<file path="src/hdl/pca_pkg.sv">
`timescale 1ns / 1ps
// ----------------------------------------------------------------------------
// pca_pkg
// Shared constants, types and helpers of the pixel color adjust pipeline.
// ----------------------------------------------------------------------------
package pca_pkg;

	localparam int FRAC_BITS = 12;
	localparam int ONE       = 1 << FRAC_BITS;
	localparam int HALF      = 1 << (FRAC_BITS - 1);
	localparam int VW        = FRAC_BITS + 5;        // signed Q5.F working width
	localparam int FX_MAX    = 16 * ONE - 1;
	localparam int FX_MIN    = -16 * ONE;
	localparam int W_RED     = (299 * ONE + 500) / 1000;
	localparam int W_BLUE    = (114 * ONE + 500) / 1000;
	localparam int W_GREEN   = ONE - W_RED - W_BLUE;
	localparam int EPS_RAW   = (ONE + 500) / 1000;
	localparam int EPS       = (EPS_RAW > 0) ? EPS_RAW : 1;
	localparam int DEN_W     = VW - 1;               // divisor is positive
	localparam int DVD_W     = VW + FRAC_BITS;       // |ease| << F
	localparam int WID       = 48;

	typedef logic signed [VW-1:0]  fx_t;
	typedef logic signed [WID-1:0] wide_t;
	typedef logic signed [FRAC_BITS+1:0] wgt_t;

	localparam wgt_t WR_C = wgt_t'(W_RED);
	localparam wgt_t WG_C = wgt_t'(W_GREEN);
	localparam wgt_t WB_C = wgt_t'(W_BLUE);

	typedef enum logic [1:0] {
		REG_BRIGHTNESS = 2'd0,
		REG_CONTRAST   = 2'd1,
		REG_SATURATION = 2'd2,
		REG_CURVE      = 2'd3
	} cfg_reg_t;

	typedef struct packed {
		logic             neg;
		logic [DVD_W-1:0] dvd;
		logic [DEN_W-1:0] den;
	} div_in_t;

	typedef struct packed {
		logic             neg;
		logic [DVD_W-1:0] quo;
	} div_out_t;

	function automatic fx_t fx_sat(input wide_t v);
		fx_t r;
		if (v > wide_t'(FX_MAX)) begin
			r = fx_t'(FX_MAX);
		end else if (v < wide_t'(FX_MIN)) begin
			r = fx_t'(FX_MIN);
		end else begin
			r = v[VW-1:0];
		end
		return r;
	endfunction

	// clamp to 0..1, then floor(v * 255)
	function automatic logic [7:0] to_byte(input fx_t v);
		logic [FRAC_BITS:0]   t;
		logic [FRAC_BITS+8:0] p;
		if (v < 0) begin
			t = '0;
		end else if (v > fx_t'(ONE)) begin
			t = (FRAC_BITS+1)'(ONE);
		end else begin
			t = v[FRAC_BITS:0];
		end
		p = (FRAC_BITS+9)'(t) * (FRAC_BITS+9)'(255);
		return p[FRAC_BITS+7:FRAC_BITS];
	endfunction

endpackage

</file>
<file path="src/hdl/pca_div.sv">
`timescale 1ns / 1ps
// ----------------------------------------------------------------------------
// pca_div
// Pipelined restoring divider, one quotient bit per stage, unsigned
// magnitude with the sign carried alongside.
// ----------------------------------------------------------------------------
module pca_div (
	input  logic              clk,
	input  logic              en,
	input  pca_pkg::div_in_t  din,
	output pca_pkg::div_out_t dout
);

	localparam int N  = pca_pkg::DVD_W;
	localparam int DW = pca_pkg::DEN_W;

	logic [DW-1:0] rem_s [N];
	logic [N-1:0]  dvd_s [N];
	logic [N-1:0]  quo_s [N];
	logic [DW-1:0] den_s [N];
	logic          neg_s [N];

	logic [DW-1:0] rem_p [N];
	logic [N-1:0]  dvd_p [N];
	logic [N-1:0]  quo_p [N];
	logic [DW-1:0] den_p [N];
	logic          neg_p [N];
	logic [DW:0]   trial [N];
	logic [N-1:0]  ge;

	for (genvar k = 0; k < N; k++) begin : g_stage
		if (k == 0) begin : g_first
			assign rem_p[k] = '0;
			assign dvd_p[k] = din.dvd;
			assign quo_p[k] = '0;
			assign den_p[k] = din.den;
			assign neg_p[k] = din.neg;
		end else begin : g_next
			assign rem_p[k] = rem_s[k-1];
			assign dvd_p[k] = dvd_s[k-1];
			assign quo_p[k] = quo_s[k-1];
			assign den_p[k] = den_s[k-1];
			assign neg_p[k] = neg_s[k-1];
		end

		assign trial[k] = {rem_p[k], dvd_p[k][N-1]};
		assign ge[k]    = (trial[k] >= {1'b0, den_p[k]});

		always_ff @(posedge clk) begin
			if (en) begin
				rem_s[k] <= ge[k] ? DW'(trial[k] - {1'b0, den_p[k]}) : trial[k][DW-1:0];
				dvd_s[k] <= dvd_p[k] << 1;
				quo_s[k] <= {quo_p[k][N-2:0], ge[k]};
				den_s[k] <= den_p[k];
				neg_s[k] <= neg_p[k];
			end
		end
	end

	assign dout.neg = neg_s[N-1];
	assign dout.quo = quo_s[N-1];

endmodule

</file>
<file path="config.mk">
export PLATFORM = sky130hd
export DESIGN_NAME = pca_div
export DESIGN_NICKNAME = d
export VERILOG_FILES = /design/src/hdl/pca_pkg.sv /design/src/hdl/pca_div.sv
export SDC_FILE = /design/constraint.sdc
export NUM_CORES = 2
export LEC_CHECK = 0
export BUFFER_PORTS_ARGS = -buffer_cell sky130_fd_sc_hd__buf_2
export CORE_MARGIN = 2
export CORE_UTILIZATION = 60
export DETAILED_ROUTE_END_ITERATION = 12
export PLACE_DENSITY = 0.76
export SLEW_MARGIN = 20
export SYNTH_ARGS = -nofsm -noshare
export SYNTH_HDL_FRONTEND = slang
export SYNTH_SLANG_ARGS = --single-unit
</file>
<file path="constraint.sdc">
create_clock -name clk -period 5.7 [get_ports clk]
set_input_delay 0.57 -clock clk [delete_from_list [all_inputs] [get_ports clk]]
set_output_delay 0.57 -clock clk [all_outputs]
set_load 0.02 [all_outputs]
</file>
Word level (Yosys, flattened, before mapping)
Memory sizes are Yosys's and may differ from the RTL's. Cells that the tools add are included.

Order comparisons: 29. Multiply operators: 0. Eq/ne operators: 0. Muxes and demuxes: 31. Reduce and logical (&&, ||, !) cells: 0. Shift-type cells: 0. Divide/modulo/power cells: 0. Add/subtract/negate cells: 29. Bitwise logic cells: 0.

Operators with widths (count): 17-bit by 16-bit greater-or-equal comparator with 1-bit output (28); 16-bit 2-to-1 mux (29); 16-bit subtractor (28); 1-bit by 16-bit greater-or-equal comparator with 1-bit output (1); 1-bit by 16-bit subtractor with 16-bit output (1); 1-bit 2-to-1 mux (2).

Memory bits (read-only): 0. Bits in latches: 0. Memory bits (writable): 2610. Output and inout port bits: 30. Input port bits: 48. Logic and storage cells: 94. Memories: 5. Bits in registers: 0.

Memories: quo_s (depth 29, bits a word 29, read ports 29, clocked after memory_dff 0, write ports 29, line pca_div.sv:19) `logic [N-1:0] quo_s [N];`; dvd_s (depth 29, bits a word 28, read ports 28, clocked after memory_dff 0, write ports 29, line pca_div.sv:18) `logic [N-1:0] dvd_s [N];`; den_s (depth 29, bits a word 16, read ports 28, clocked after memory_dff 0, write ports 29, line pca_div.sv:20) `logic [DW-1:0] den_s [N];`; rem_s (depth 29, bits a word 16, read ports 28, clocked after memory_dff 0, write ports 29, line pca_div.sv:17) `logic [DW-1:0] rem_s [N];`; neg_s (depth 29, bits a word 1, read ports 29, clocked after memory_dff 0, write ports 29, line pca_div.sv:21) `logic neg_s [N];`.

Longest topological paths before layout
An unclocked memory read counts as a cell.

Depth in word-level cells: 3. Mapped depth: 13. Mapped depth without buffers: 12.

Worst setup path before layout
OpenSTA, ideal clock, no wires.

Path kind: register to register. Start: mem den_s[3][1] (netlist bit). End: mem rem_s[1][10] (netlist bit), data pin. Buffers on the path: 1. Clock period less this slack: 3042 ps. Cell stages (with the launch flop): 13. Library setup time: 260 ps. Path slack: 2658 ps. Data required time: 5440 ps. Data arrival time: 2783 ps. Cells stage by stage: edfxtp_1 > inv_1 > ha_1 > nor2b_1 > o21ai_0 > a21boi_1 > or4b_1 > nand2_1 > o21a_1 > a21oi_1 > o32ai_2 > buf_6 > mux2_2.

RTL lines (line): start: declaration (pca_div.sv:20); end: declaration (pca_div.sv:17).

==> out/metrics.yaml <==
rsz0062_at_grt: "no"
syn_inst: 5472
status: "completed"
period_needed_ns: 3.751
cp-end-kind: "flop"
critPathRequiredTime_ns: 6.25
min_period_over_period: 0.6581
r2r_start: "den_s[5][1]"
p_leak_nw: 34.12
h-tree-depth: 4
fin_setup_tns_ns: 0
cts.sinks: 1766
num_vias: 43260
synth-main-ff-cell: "edfxtp_1"
finalClockSkew_ns: 0.02997
initial_core_util: 0.6023
ctsHoldBuffers: 44
drc_errors: 0
overflow: 0
setup.worst_path.end: "rem_s[1][44]"
rows: 133
root_buffer: "clkbuf_16"
crit_fanout: 17
critPathKind: "reg -> reg"
boundaryPins: 78
nFillCells: 8869
power.density_nw_per_um2: 524.9
ys_seq_elements: 1766
port-buffer-count: 77
hold_ws_ns: 0.1033
antenna_left: 0
diodes: 0
hold_class: "in -> reg"
cp_slowest_cell: "a211o_1"
rr_endpoint: "rem_s[1][44]"
cts_buffer_depth: 3
max_freq_mhz: 266.6
maxSlewViolCount: 0
synth_fp_nets: 5997
grt_start_max_net_pins: 161
maxCapViolCount: 0
crit_start: "den_s[5][1]"
syn_area_um2: 78880
synth_cell_types: 83
multi_input_area_um2: 23480
syn_to_final_growth_pct: 11.42
ff2ff_path_depth: 11
async_flop_share: 0
clk_latency_ns: 0.81
die_area_um2: 134400
grt_pass1_wl_um: 219000
first_pass_iters: 5
cts_tree: "yes"
seq_area_um2: 53030
drive_gt1_frac: 0.1111
crit_path_start_kind: "flop"
yosysSeqAreaShare: 0.6723
worstMarginPinSlew_ns: 1.117
nNetsFinal: 6276
grt_pass1_vias: 42940
antenna_found_initial: 1
synth_edf_count: 1766
crit_chain: "inv_1, ha_1, nor2b_1, o31a_1, nor3_1, o21bai_1, o221ai_2, o21ai_1, a41o_1, a211o_1, mux2_4"
initialDrtViolationCount: 3519
grt_util_all_layers: 0.2025
setup_viol_count_final: 0
routed_wirelength_um: 136300
ff2ff_setup_slack_ns: 1.95
core_region_area_um2: 131000
yosys_warnings: 0
critPathMaxStageDelay_ns: 0.63
cts_made_buffers: 177
gp_congestion: 0.8981
hpwl_um: 91260
clkTransAtPathRegs_ns: 0.06
hold_violations: 0
via_per_inst: 5.653
cp_data_arrival_time_ns: 4.30
cts_setup_buffers: 0
cts_resized: 0
die_h_um: 366.6
synth.avg_cell_area_um2: 14.42
maxSlewHeadroom: 0.2548
routedWlPerCell_um: 17.81
ir_drop_mv: 0.2610
fp.dieW_um: 366.6
[worst min-delay path by stage]
stage	depth (start not counted)	startpoint	end	slack (ns)
finish	1	din[1]	den_s[0][1]	0.10
global route	1	din[1]	den_s[0][1]	0.07
CTS	1	din[1]	den_s[0][1]	0.02
detailed placement	0	dvd_s[0][71]	dvd_s[0][100]	0.40
global placement	0	quo_s[20][4]	quo_s[21][5]	0.40
floorplan	0	dvd_s[0][71]	dvd_s[0][100]	0.40
[registers in the layout (all words and copies together) (netlist names)]
register	cells
den_s	448
dvd_s	406
neg_s	29
quo_s	435
rem_s	448
[metrics by stage]
stage / power [mW] / area, um2 / setup slack, ns / std cells / util
final: 46.14 / 87890 / 1.949 / 7653 / 0.6711
after global routing: 48.89 / 87890 / 1.709 / 7653 / 0.6711
after CTS: 46.36 / 87860 / 1.953 / 7652 / 0.6709
after detailed placement: 34.53 / 81630 / 2.014 / 7282 / 0.6233
after global placement: 33.98 / 81630 / 2.081 / 7282 / 0.6233
after floorplan: 31.01 / 78880 / 2.658 / 5472 / -
[cell usage after synthesis, drive strengths merged (14+ instances only)]
library cell     n  area share
o21ai          215       0.014
a21o           118       0.011
a31oi           32      0.0026
o41ai           14      0.0018
mux2           245       0.036
xnor2          199       0.022
o21bai          30      0.0029
o311ai          15      0.0017
a211o           17      0.0019
nand3           77      0.0049
fa              27      0.0069
clkbuf          31      0.0015
or2             14      0.0011
edfxtp        1766        0.67
a211oi          42      0.0045
xor2           106       0.012
or3             30      0.0024
inv            566       0.027
a21boi          42      0.0040
o21a            52      0.0049
mux2i           41      0.0052
nor2b           86      0.0069
nor3            82      0.0052
o31a            19      0.0021
nor4            24      0.0019
a21oi          292       0.019
and3            19      0.0015
ha             450       0.071
nand2          207      0.0098
and2            14      0.0011
nor2           332       0.016
nand4           48      0.0038
nand2b          51      0.0040
buf             25      0.0023
o31ai           36      0.0035
[final cells by class]
class | instances | area share
clock buffers | 220 | 0.05271
clock inverters | 106 | 0.01322
inverters | 568 | 0.02426
multi-input cells | 3082 | 0.2671
flip-flops and latches | 1766 | 0.6033
well taps | 1755 | 0.02498
repair buffers | 156 | 0.01435
[worst max-delay path, delay by kind of cell, from the launching register on]
kind / cells / cell delay [ns]
AND/OR/NAND/NOR: 2 / 0.49
multiplexers: 1 / 0.42
AO/OA/AOI/OAI: 6 / 1.78
flip-flops: 1 / 0.41
adder cells (fa/ha/maj): 1 / 0.32
buffers and inverters: 1 / 0.06
[cell usage in the layout (no fill, tap or decap), types with 39 or more instances in the layout]
master,Yosys,routed
edfxtp_1,1766,1766
inv_1,566,566
ha_1,450,450
nor2_1,332,332
a21oi_1,283,283
mux2_2,231,231
nand2_1,207,207
xnor2_1,199,199
o21ai_0,197,197
clkbuf_16,0,179
a21o_1,118,118
xor2_1,106,106
nor2b_1,85,85
nor3_1,82,82
nand3_1,77,77
buf_2,11,76
o21a_1,52,52
nand2b_1,51,51
nand4_1,48,48
dlygate4sd3_1,0,44
clkinv_1,2,41
mux2i_1,41,41
clkbuf_1,31,41
a211oi_1,39,39
[cells by family after synthesis]
logic type / Yosys count / share of synthesized area
AND/OR/NAND/NOR: 1014 / 0.06175
buffers and inverters: 624 / 0.03079
XOR/XNOR: 305 / 0.03386
multiplexers: 286 / 0.04079
flip-flops: 1766 / 0.6723
AO/OA/AOI/OAI: 1000 / 0.08232
adder cells (fa/ha/maj): 477 / 0.07823
[layer usage]
metal | up-vias | routed length (um) | GRT usage
met5 | - | 0 | 0
met4 | 0 | 3788 | 0.06798
met3 | 302 | 5915 | 0.03425
met2 | 991 | 68070 | 0.3482
met1 | 21020 | 58510 | 0.2619
li1 | 20950 | - | -
[power by group]
part | total (mW) | internal, mW | leakage [nW] | switching [mW]
clock network | 11.5 | 6.71 | 2.82 | 4.82
logic | 15.6 | 7.29 | 14.1 | 8.28
registers | 19.0 | 17.8 | 17.2 | 1.28
Note: power is estimated with default switching activity, not from simulation.
